## src/rtl/core/ttsi_pkg.sv

```systemverilog
// Shared types and constants for the timestamp to sample index block.
// Used by ttsi_div and timestamp_to_sample_index; no dependencies.
package ttsi_pkg;

    // Offset table geometry
    localparam int MAX_SAMPLES = 4096;
    localparam int IDX_W       = $clog2(MAX_SAMPLES);
    localparam int CNT_W       = IDX_W + 1;

    // Field widths
    localparam int TIME_W  = 64;
    localparam int PHASE_W = 41;
    localparam int SCALE_W = 40;

    // Stream word widths (fields packed from bit 0, padded to bytes)
    localparam int S_TDATA_W = 144;
    localparam int M_TDATA_W = 16;

    // Configuration port
    localparam int CFG_IDX_W  = 2;
    localparam int CFG_DATA_W = PHASE_W;

    typedef enum logic [CFG_IDX_W-1:0] {
        CFG_TRIGGER_PHASE = 2'd0,
        CFG_TIMESCALE     = 2'd1,
        CFG_SAMPLE_COUNT  = 2'd2,
        CFG_UNIFORM_MODE  = 2'd3
    } t_cfg_idx;

    // Item kind carried on tuser
    localparam logic OP_LOAD  = 1'b0;
    localparam logic OP_QUERY = 1'b1;

    // Sign bit of a 64-bit value; XOR with it maps signed order to unsigned order
    localparam logic [TIME_W-1:0] SIGN64 = {1'b1, {(TIME_W-1){1'b0}}};

    // Divider result handed back to the sequencer
    typedef struct packed {
        logic              busy;
        logic [TIME_W-1:0] quo;
        logic              rem_nz;
    } t_div_stat;

endpackage

```

## src/rtl/core/ttsi_div.sv

```systemverilog
// Restoring unsigned divider, 64-bit dividend by 40-bit divisor, one bit a cycle.
// Depends on ttsi_pkg.
module ttsi_div (
    input  logic                         i_clk,
    input  logic                         i_rst_n,
    input  logic                         i_start,
    input  logic [ttsi_pkg::TIME_W-1:0]  i_dividend,
    input  logic [ttsi_pkg::SCALE_W-1:0] i_divisor,
    output ttsi_pkg::t_div_stat          o_stat
);

    localparam int CNT_W = $clog2(ttsi_pkg::TIME_W);

    logic                         r_busy;
    logic [CNT_W-1:0]             r_cnt;
    logic [ttsi_pkg::TIME_W-1:0]  r_quo;
    logic [ttsi_pkg::SCALE_W-1:0] r_rem;
    logic [ttsi_pkg::SCALE_W-1:0] r_den;

    logic [ttsi_pkg::SCALE_W:0]   w_shift;
    logic [ttsi_pkg::SCALE_W+1:0] w_trial;

    // One restoring step: shift in the next dividend bit, try subtracting
    assign w_shift = {r_rem, r_quo[ttsi_pkg::TIME_W-1]};
    assign w_trial = {1'b0, w_shift} - {2'b00, r_den};

    // Control
    always_ff @(posedge i_clk) begin
        if (!i_rst_n) begin
            r_busy <= 1'b0;
            r_cnt  <= '0;
        end else if (i_start) begin
            r_busy <= 1'b1;
            r_cnt  <= '1;
        end else if (r_busy) begin
            r_cnt <= r_cnt - 1'b1;
            if (r_cnt == '0) begin
                r_busy <= 1'b0;
            end
        end
    end

    // Datapath
    always_ff @(posedge i_clk) begin
        if (i_start) begin
            r_quo <= i_dividend;
            r_rem <= '0;
            r_den <= i_divisor;
        end else if (r_busy) begin
            if (!w_trial[ttsi_pkg::SCALE_W+1]) begin
                r_rem <= w_trial[ttsi_pkg::SCALE_W-1:0];
                r_quo <= {r_quo[ttsi_pkg::TIME_W-2:0], 1'b1};
            end else begin
                r_rem <= w_shift[ttsi_pkg::SCALE_W-1:0];
                r_quo <= {r_quo[ttsi_pkg::TIME_W-2:0], 1'b0};
            end
        end
    end

    assign o_stat.busy   = r_busy;
    assign o_stat.quo    = r_quo;
    assign o_stat.rem_nz = |r_rem;

endmodule

```

## config.mk

```make
export PLATFORM = sky130hd
export DESIGN_NAME = ttsi_div
export DESIGN_NICKNAME = d
export VERILOG_FILES = /design/src/rtl/core/ttsi_pkg.sv /design/src/rtl/core/ttsi_div.sv
export SDC_FILE = /design/constraint.sdc
export NUM_CORES = 1
export LEC_CHECK = 0
export BUFFER_PORTS_ARGS = -buffer_cell sky130_fd_sc_hd__buf_2
export CORE_MARGIN = 3
export CORE_UTILIZATION = 56
export DETAILED_ROUTE_END_ITERATION = 8
export HOLD_SLACK_MARGIN = 0.05
export PLACE_DENSITY_LB_ADDON = 0.15
export SETUP_SLACK_MARGIN = 0.4
export SYNTH_ARGS = -nofsm -noshare
export SYNTH_HDL_FRONTEND = slang
export SYNTH_SLANG_ARGS = --single-unit
```

## constraint.sdc

```tcl
create_clock -name i_clk -period 3.6 [get_ports i_clk]
set_clock_uncertainty 0.1 [all_clocks]
set_input_delay 0.36 -clock i_clk [delete_from_list [all_inputs] [get_ports i_clk]]
set_output_delay 0.36 -clock i_clk [all_outputs]
set_load 0.005 [all_outputs]
```

After elaboration in Yosys (flattened, before gate mapping)
Index checks and enable logic that the tools add are counted.
{ "op_classes": {"n_addsub": 2, "n_mul": 0, "n_div": 0, "magnitude_cmp": 0, "n_eq_ne": 0, "n_shift": 0, "mux": 9, "bitwise": 0, "reduce_logical": 3} }
{ "op_table": {"columns": ["cell", "n"], "rows": [
  ["64-bit two-way mux", 2],
  ["41-bit by 40-bit subtractor with 42-bit output", 1],
  ["40-bit two-way mux", 1],
  ["40-bit OR reduction", 1],
  ["6-bit two-way mux", 2],
  ["6-bit logical NOT", 1],
  ["6-bit by 1-bit subtractor with 6-bit output (second input constant)", 1],
  ["1-bit two-way mux", 4],
  ["2-bit nonzero test", 1]
]} }
{ "word_totals": {"regBits": 151, "latchBits": 0, "mem_bits_rw": 0, "mem_bits_ro": 0, "inputBits": 107, "output_inout_bits": 66, "n_memories": 0} }

Longest topological paths before layout
Gate-level depths: netlist of the first run.
{ "depth": {"ltp_word": 4, "ltp_mapped": 15, "depth_no_buf": 13} }

Least setup slack after synthesis of the first run
Ideal clock, no wire load.
{ "synth_timing": {"path_type": "register -> register", "from": "reg r_quo[63] (netlist name)", "to": "reg r_rem[38] (netlist name)", "arrival_time_ns": 2.894, "required_ns": 3.412, "slack_ns": 0.517, "stages_incl_launch_ff": 14, "n_path_buf": 0, "synth_period_minus_slack_ns": 3.083, "path_cell_list": "edfxtp_1 inv_1 ha_1 fa_1 nor2b_4 o31a_1 o31ai_2 a31oi_2 a311oi_2 o2111ai_1 a31oi_2 nor2_2 mux2_4 a311oi_2"} }
{ "synth_between": {"elab_chain_len": 2} }
{ "synth_rtl": {"columns": ["item", "line_no", "rtl"], "rows": [
  ["start: declaration", "ttsi_div.sv:16", "logic [ttsi_pkg::TIME_W-1:0] r_quo;"],
  ["start signal: assignment", "ttsi_div.sv:46", "r_quo <= i_dividend;"],
  ["start signal: assignment", "ttsi_div.sv:52", "r_quo <= {r_quo[ttsi_pkg::TIME_W-2:0], 1'b1};"],
  ["start signal: assignment", "ttsi_div.sv:55", "r_quo <= {r_quo[ttsi_pkg::TIME_W-2:0], 1'b0};"],
  ["41-bit by 40-bit subtractor with 42-bit output", "ttsi_div.sv:25", "assign w_trial = {1'b0, w_shift} - {2'b00, r_den};"],
  ["40-bit two-way mux", "ttsi_div.sv:50", "if (!w_trial[ttsi_pkg::SCALE_W+1]) begin"],
  ["end signal: assignment", "ttsi_div.sv:51", "r_rem <= w_trial[ttsi_pkg::SCALE_W-1:0];"],
  ["end signal: assignment", "ttsi_div.sv:54", "r_rem <= w_shift[ttsi_pkg::SCALE_W-1:0];"],
  ["end: declaration", "ttsi_div.sv:17", "logic [ttsi_pkg::SCALE_W-1:0] r_rem;"]
]} }
No other way between the ends.
A chain may end at the register's enable or synchronous reset.

Worst setup path after layout of the first run
Same ends and word-level chain as after synthesis.

==> results.py, run 1 <==
metrics = {
    "route": {
        "wl_met1_mm": 8.52,
        "antenna_left": 0,
        "vias": 6715,
        "met3RoutedLength_mm": 1.40,
        "wl_mm": 20.1,
        "detail_route.wl_per_cell_um": 17.0,
        "routed_via_density": 5.69,
        "uppermost_signal_routing_layer_after_detailed_routing": "met5",
        "dr.pass1.iters": 5,
        "wl_met2_mm": 9.84,
        "drc_errors": 0,
        "drt-initial-drc-count": 475,
    },
    "logic_synthesis": {
        "synth.top_cells.by_count": "sky130_fd_sc_hd__edfxtp_1, sky130_fd_sc_hd__mux2_2, sky130_fd_sc_hd__nor2_1",
        "syn-instance-count": 764,
        "yosysWarnings": 0,
        "yosys-top-cells-area": "sky130_fd_sc_hd__edfxtp_1, sky130_fd_sc_hd__dfxtp_1, sky130_fd_sc_hd__mux2_2",
        "synth_most_common_cell": "sky130_fd_sc_hd__edfxtp_1",
        "number_of_synthesized_register_bits": 151,
        "synthesis.area_um2": 8440,
        "synth.yosys.seq_area_share_pct": 48.1,
        "synth_top_area_cell": "sky130_fd_sc_hd__edfxtp_1",
        "ys_dominant_reg_cell": "sky130_fd_sc_hd__edfxtp_1",
        "synth_enable_flop_cells": 104,
        "synth.avg_cell_area_um2": 11.0,
        "net_count_synth": 914,
        "synth_top_area_share_pct": 37.0,
        "yosysUniqueCellTypes": 68,
        "async_reset_ff_share_pct": 0,
    },
    "sta": {
        "maxClockFrequency_mhz": 316,
        "post-route-min-period_ns": 3.17,
        "timing.final.crit_share_pct": 88.0,
        "setup_ws_ns": 0.434,
        "hold_viol_final": 0,
        "max-slew-margin-rel_pct": 51.4,
        "final-max-slew-violation-count": 0,
        "setup_violations": 0,
        "worst_pin_slew_ns": 0.729,
        "tns_ns": 0,
        "grt_setup_unrepaired": "true",
    },
    "global_routing": {
        "grt_antenna_before_repair": 1,
        "grt_pass1_wl_mm": 31.6,
        "grt_max_degree": 145,
        "number_of_global_route_vias_before_repair": 6706,
        "grt_overflow": 0,
        "grt_util_overall_pct": 23.8,
    },
    "finish": {
        "antenna_cells": 0,
        "final_core_utilization_pct": 72.9,
        "fraction_of_layout_cells_with_a_size_suffix_above_1_pct": 32.4,
        "number_of_nets_in_the_layout": 1134,
        "synthToLayoutAreaGrowth_pct": 26.5,
        "finish.cell_count_without_fillers": 1181,
    },
    "placed_design": {
        "placedCellCount": 1099,
        "preCtsSetupSlack_ns": 0.365,
        "port_buffers": 172,
        "detailed_place_hpwl_mm": 13.9,
        "gp_congestion": 0.925,
    },
    "power_and_ir_drop": {
        "leakage_nw": 4.49,
        "pwr_density_nw_per_um2": 493,
        "vdd_ir_drop_max_uv": 345,
        "design_power_total_w": 0.00527,
    },
    "floorplanning": {
        "initial_utilization_pct": 57.6,
        "die_h_um": 129,
        "floorplan_die_area_um2": 16600,
        "core_area_um2": 14600,
        "fp-row-count": 44,
        "dieWidth_um": 129,
        "pin_count": 173,
    },
    "critical_path": {
        "critical_path.max_stage_delay_ns": 0.41,
        "critical_path.endpoint_type": "flip-flop",
        "worst-endpoint-arrival_ns": 3.41,
        "worst_path_max_delay_cell": "sky130_fd_sc_hd__edfxtp_1",
        "worstPathMaxFanout": 4,
        "critPathKind": "reg2reg",
        "data_required_time_at_the_worst_endpoint_ns": 3.85,
        "timing.critical_path.from_type": "flip-flop",
        "r2r_cells": 13,
        "cp_cell_instances": "inv_1 -> ha_2 -> fa_2 -> nor2b_4 -> o31a_1 -> o31ai_4 -> a31oi_2 -> a311oi_2 -> o2111ai_2 -> a31oi_2 -> nor2_2 -> mux2_4 -> a311oi_2",
    },
    "run_status": {
        "status": "finished clean",
    },
    "worst_hold_path": {
        "whs_path_depth": 2,
        "hold_path_class": "in2reg",
    },
    "cts": {
        "clk_transition_reported_paths_ns": 0.07,
        "htree_levels": 4,
        "cts_buffer_depth": 2,
        "clk_latency_worst_skew_pair_ns": 0.43,
        "tritoncts_clock_tree": "done",
        "tritoncts_num_sinks": 151,
        "root_buffer": "sky130_fd_sc_hd__clkbuf_16",
        "cts_made_buffers": 17,
    },
    "job": {
        "timing.max_cap.violations": 0,
    },
}
layout by cell type, fill, tap and decap left out, drive strengths merged, types with 7 or more instances in the layout:
master,netlist,layout
a211oi,34,34
a21boi,7,7
a21o,15,15
a21oi,40,40
a31oi,12,13
and3,7,7
buf,8,190
clkbuf,23,18
dfxtp,47,47
dlygate4sd3,0,40
edfxtp,104,104
ha,42,42
inv,57,65
mux2,65,65
mux2i,34,34
nand2,38,38
nand4,7,7
nor2,65,65
nor2b,9,9
nor3,8,8
nor4,12,12
o21a,8,8
o21ai,28,28
xnor2,23,23
xor2,14,14
path summary, 6_finish.rpt:
kind,startpoint,end,slack (ns)
max,r_quo[63]$_DFFE_PP_,r_rem[38]$_SDFFE_PP0P_,0.43
min,i_rst_n,r_busy$_SDFF_PN0_,0.13
max reg2reg,r_quo[63]$_DFFE_PP_,r_rem[38]$_SDFFE_PP0P_,0.43
min reg2reg,r_rem[15]$_SDFFE_PP0P_,r_rem[15]$_SDFFE_PP0P_,0.42
stage by stage:
step	area (um^2)	hold WS (ns)
floorplan	8440	0.359
global placement	9450	0.399
detailed placement	9450	0.414
CTS	10500	0.117
global route	10700	0.112
finish	10700	0.129
metal layers:
layer | global-route usage [%] | up-vias
met5 | 0 | -
met4 | 6.79 | 2
met3 | 8.14 | 44
met2 | 40.1 | 242
met1 | 29.2 | 3156
li1 | - | 3271
cell type report:
cell class / count / area (um^2)
timing repair buffer: 231 / 1450
clock inverter: 15 / 204
tap: 184 / 230
fill: 1069 / 3970
clock buffer: 17 / 425
sequential: 151 / 4070
inverter: 58 / 218
multi-input combinational: 525 / 4080
critical path, delay by kind of cell (launching register included):
kind | cells | cell delay [ns]
multiplexers | 1 | 0.30
AND/OR/NAND/NOR | 2 | 0.11
adder cells (fa/ha/maj) | 2 | 0.42
AO/OA/AOI/OAI | 7 | 1.65
buffers and inverters | 1 | 0.08
flip-flops | 1 | 0.41
kinds of logic (layout without fill, tap and decap cells):
| logic type | Yosys count | count (layout) | share of synthesized area (%) |
|---|---|---|---|
| AO/OA/AOI/OAI | 176 | 177 | 14.5 |
| AND/OR/NAND/NOR | 169 | 169 | 9.62 |
| flip-flops | 151 | 151 | 48.1 |
| multiplexers | 99 | 99 | 12.7 |
| buffers and inverters | 89 | 321 | 4.65 |
| adder cells (fa/ha/maj) | 43 | 43 | 6.46 |
| XOR/XNOR | 37 | 37 | 3.84 |
registers in the layout, indices dropped and copies added, names as in the netlist:
register  cells
r_rem        40
r_den        40
r_quo        64
r_cnt         6
r_busy        1
report_power, final:
group          switching, W  internal [W]  total [W]
clock network      0.000769       0.00112    0.00189
registers          0.000122       0.00205    0.00217
logic              0.000623      0.000585    0.00121
timing repair:
action | 4_1_cts | 5_1_grt
hold buffers | 40 | 0
gates cloned | 0 | 2
setup endpoints to repair | 3 | 38
gates resized for setup | 3 | 19
setup buffers | 0 | 8
pin swaps | 1 | 7
endpoints found under the hold margin | 40 | 0
(Power assumes the default switching activity.)
==> run 2: changes to the inputs <==
==> constraint.sdc (replaced) <==
create_clock -name i_clk -period 3.6 [get_ports i_clk]
set_clock_uncertainty 0.1 [all_clocks]
set_input_delay 0.36 -clock i_clk [delete_from_list [all_inputs] [get_ports i_clk]]
set_output_delay 0.36 -clock i_clk [all_outputs]
set_load 0.02 [all_outputs]
==> run 2 against run 1 <==
Compared with the run above: worst setup slack gained 0.024 ns; critical path depth is 1 lower; via count decreased by 0.67%; sequential power about the same; sequential cell count stayed put; first-iteration DRC count grew 5.7%; utilization fell by 0.85 points; combinational power grew 6%; sequential share of layout area rose by 0.45 points; maximum frequency grew 0.77%; register-to-register slack better by 0.02 ns; largest cell class is now sequential cells.
==> results.py, run 2 (synthesized netlist as in run 1, its figures left out) <==
metrics = {
    "placed_design": {
        "port_buffers": 172,
        "placed_cell_area_um2": 9440,
        "placedCellCount": 1097,
        "gp_congestion": 0.921,
        "detailed_place_hpwl_mm": 13.6,
    },
    "sta": {
        "tns_ns": 0,
        "max-slew-margin-rel_pct": 38.7,
        "worst_pin_slew_ns": 0.919,
        "final-max-slew-violation-count": 0,
        "maxClockFrequency_mhz": 318,
        "grt_setup_unrepaired": "true",
        "hold_viol_final": 0,
        "timing.final.crit_share_pct": 87.3,
        "post-route-min-period_ns": 3.14,
        "setup_violations": 0,
    },
    "cts": {
        "htree_levels": 4,
        "root_buffer": "sky130_fd_sc_hd__clkbuf_16",
        "cts_buffer_depth": 2,
        "tritoncts_num_sinks": 151,
        "tritoncts_clock_tree": "done",
        "cts_made_buffers": 17,
        "clk_transition_reported_paths_ns": 0.06,
        "clk_latency_worst_skew_pair_ns": 0.42,
    },
    "route": {
        "drt-initial-drc-count": 502,
        "routed_via_density": 5.67,
        "vias": 6670,
        "wl_mm": 19.6,
        "dr.pass1.iters": 5,
        "detail_route.wl_per_cell_um": 16.7,
        "antenna_left": 0,
        "drc_errors": 0,
    },
    "critical_path": {
        "critical_path.max_stage_delay_ns": 0.45,
        "r2r-end": "r_rem[38]$_SDFFE_PP0P_",
        "critical_path.endpoint_type": "flip-flop",
        "setup.worst_path.end": "r_rem[38]$_SDFFE_PP0P_",
        "critPathBufInv": 2,
        "worst_path_max_delay_cell": "sky130_fd_sc_hd__or3_1",
        "worst-r2r-setup-slack_ns": 0.46,
        "cp_cell_instances": "inv_1 -> ha_2 -> and2_1 -> nand3_1 -> or3_1 -> a211oi_4 -> o21ai_2 -> a31oi_4 -> buf_6 -> nor3b_1 -> a311oi_1 -> a311oi_2",
        "worst-endpoint-arrival_ns": 3.38,
        "crit-reg2reg-launch": "r_den[24]$_DFFE_PP_",
        "cp_top_family": "compound AO/OA/AOI/OAI gates",
        "data_required_time_at_the_worst_endpoint_ns": 3.84,
        "critical_path_depth": 12,
        "critPathKind": "reg2reg",
        "worstPathMaxFanout": 10,
        "r2r_cells": 12,
        "critical_path.startpoint": "r_den[24]$_DFFE_PP_",
        "timing.critical_path.from_type": "flip-flop",
    },
    "global_routing": {
        "grt_antenna_before_repair": 0,
        "grt_pass1_wl_mm": 31.7,
        "number_of_global_route_vias_before_repair": 6774,
        "grt_max_degree": 145,
        "grt_overflow": 0,
        "grt_util_overall_pct": 23.7,
    },
    "finish": {
        "largest_register_ffs": 64,
        "layout.cells.most_common": "sky130_fd_sc_hd__buf_2",
        "antenna_cells": 0,
        "layout_top_registers": "r_quo (64), r_den (40), r_rem (40)",
        "finish.cell_count_without_fillers": 1176,
        "fill_cells": 1075,
        "most-common-layout-cells": "sky130_fd_sc_hd__buf_2, sky130_fd_sc_hd__edfxtp_1, sky130_fd_sc_hd__mux2_2",
        "sequential_cell_area_um2": 4070,
        "number_of_nets_in_the_layout": 1129,
        "total_area_of_multi_input_combinational_cells_um2": 4050,
        "registers.top_by_ff_count": "r_quo",
        "layout.cell_area.non_filler_um2": 10600,
        "synthToLayoutAreaGrowth_pct": 25.0,
        "fraction_of_layout_cells_with_a_size_suffix_above_1_pct": 31.6,
    },
    "floorplanning": {
        "dieWidth_um": 129,
        "die_h_um": 129,
        "pin_count": 173,
        "initial_utilization_pct": 57.6,
        "fp-row-count": 44,
        "floorplan_die_area_um2": 16600,
        "core_area_um2": 14600,
    },
    "power_and_ir_drop": {
        "power.sequential.fraction_pct": 41.6,
        "vdd_ir_drop_max_uv": 389,
        "intPower_w": 0.00364,
        "switching_power_w": 0.00154,
        "power.switching_fraction_pct": 29.8,
        "power.share.combinational_pct": 24.6,
        "leakage_nw": 4.43,
        "design_power_total_w": 0.00519,
        "p_clk_share_pct": 33.8,
        "pwr_density_nw_per_um2": 492,
    },
    "worst_hold_path": {
        "hp-start": "i_rst_n",
        "hold_path_class": "in2reg",
    },
    "job": {
        "timing.max_cap.violations": 0,
    },
    "run_status": {
        "status": "finished clean",
    },
}
run 2: timing repair:
item,in CTS,in global routing
hold buffers,40,0
setup buffers,1,6
cloned,0,0
endpoints found under the setup margin,2,40
gates resized for setup,1,19
pin swaps,2,4
hold endpoints to repair,40,0
run 2: per-layer routing:
metal / global-route usage (%) / vias to the layer above / routed length, um
met2: 39.7 / 221 / 9650
met3: 7.93 / 46 / 1330
met1: 29.1 / 3143 / 8180
met5: 0 / - / 0
li1: - / 3260 / -
met4: 7.23 / 0 / 423
run 2: worst min-delay path by stage:
stage,endpoint,slack [ns],cells past startpoint
after floorplan,r_den[0]$_DFFE_PP_,0.36,0
after global placement,r_rem[34]$_SDFFE_PP0P_,0.40,2
after detailed placement,r_rem[39]$_SDFFE_PP0P_,0.41,2
after CTS,r_cnt[4]$_SDFFE_PN0P_,0.12,2
after global routing,r_cnt[4]$_SDFFE_PN0P_,0.12,2
final,r_busy$_SDFF_PN0_,0.13,2
run 2: stage by stage:
stage               utilization [%]  worst slack [ns]  hold slack [ns]
floorplan                         -             0.451            0.359
global placement               64.4             0.403            0.403
detailed placement             64.4             0.298            0.413
CTS                            71.2             0.372            0.118
global route                   72.1             0.300            0.119
finish                         72.1             0.458            0.130
run 2: layout make-up:
| cell class | count | area share, % |
|---|---|---|
| clock buffers | 19 | 4.10 |
| multi-input cells | 524 | 38.4 |
| flip-flops and latches | 151 | 38.5 |
| repair buffers | 227 | 13.3 |
| well taps | 184 | 2.18 |
| clock inverters | 13 | 1.38 |
| inverters | 58 | 2.06 |
run 2: power by group through the flow:
stage / Sequential [W] / Clock [W] / Combinational [W]
3_3_place_gp: 0.00218 / 0 / 0.00116
6_report: 0.00216 / 0.00175 / 0.00128
2_1_floorplan: 0.00227 / 0 / 0.000796
4_1_cts: 0.00216 / 0.00178 / 0.00123
5_1_grt: 0.00218 / 0.00186 / 0.00140
3_5_place_dp: 0.00219 / 0 / 0.00119
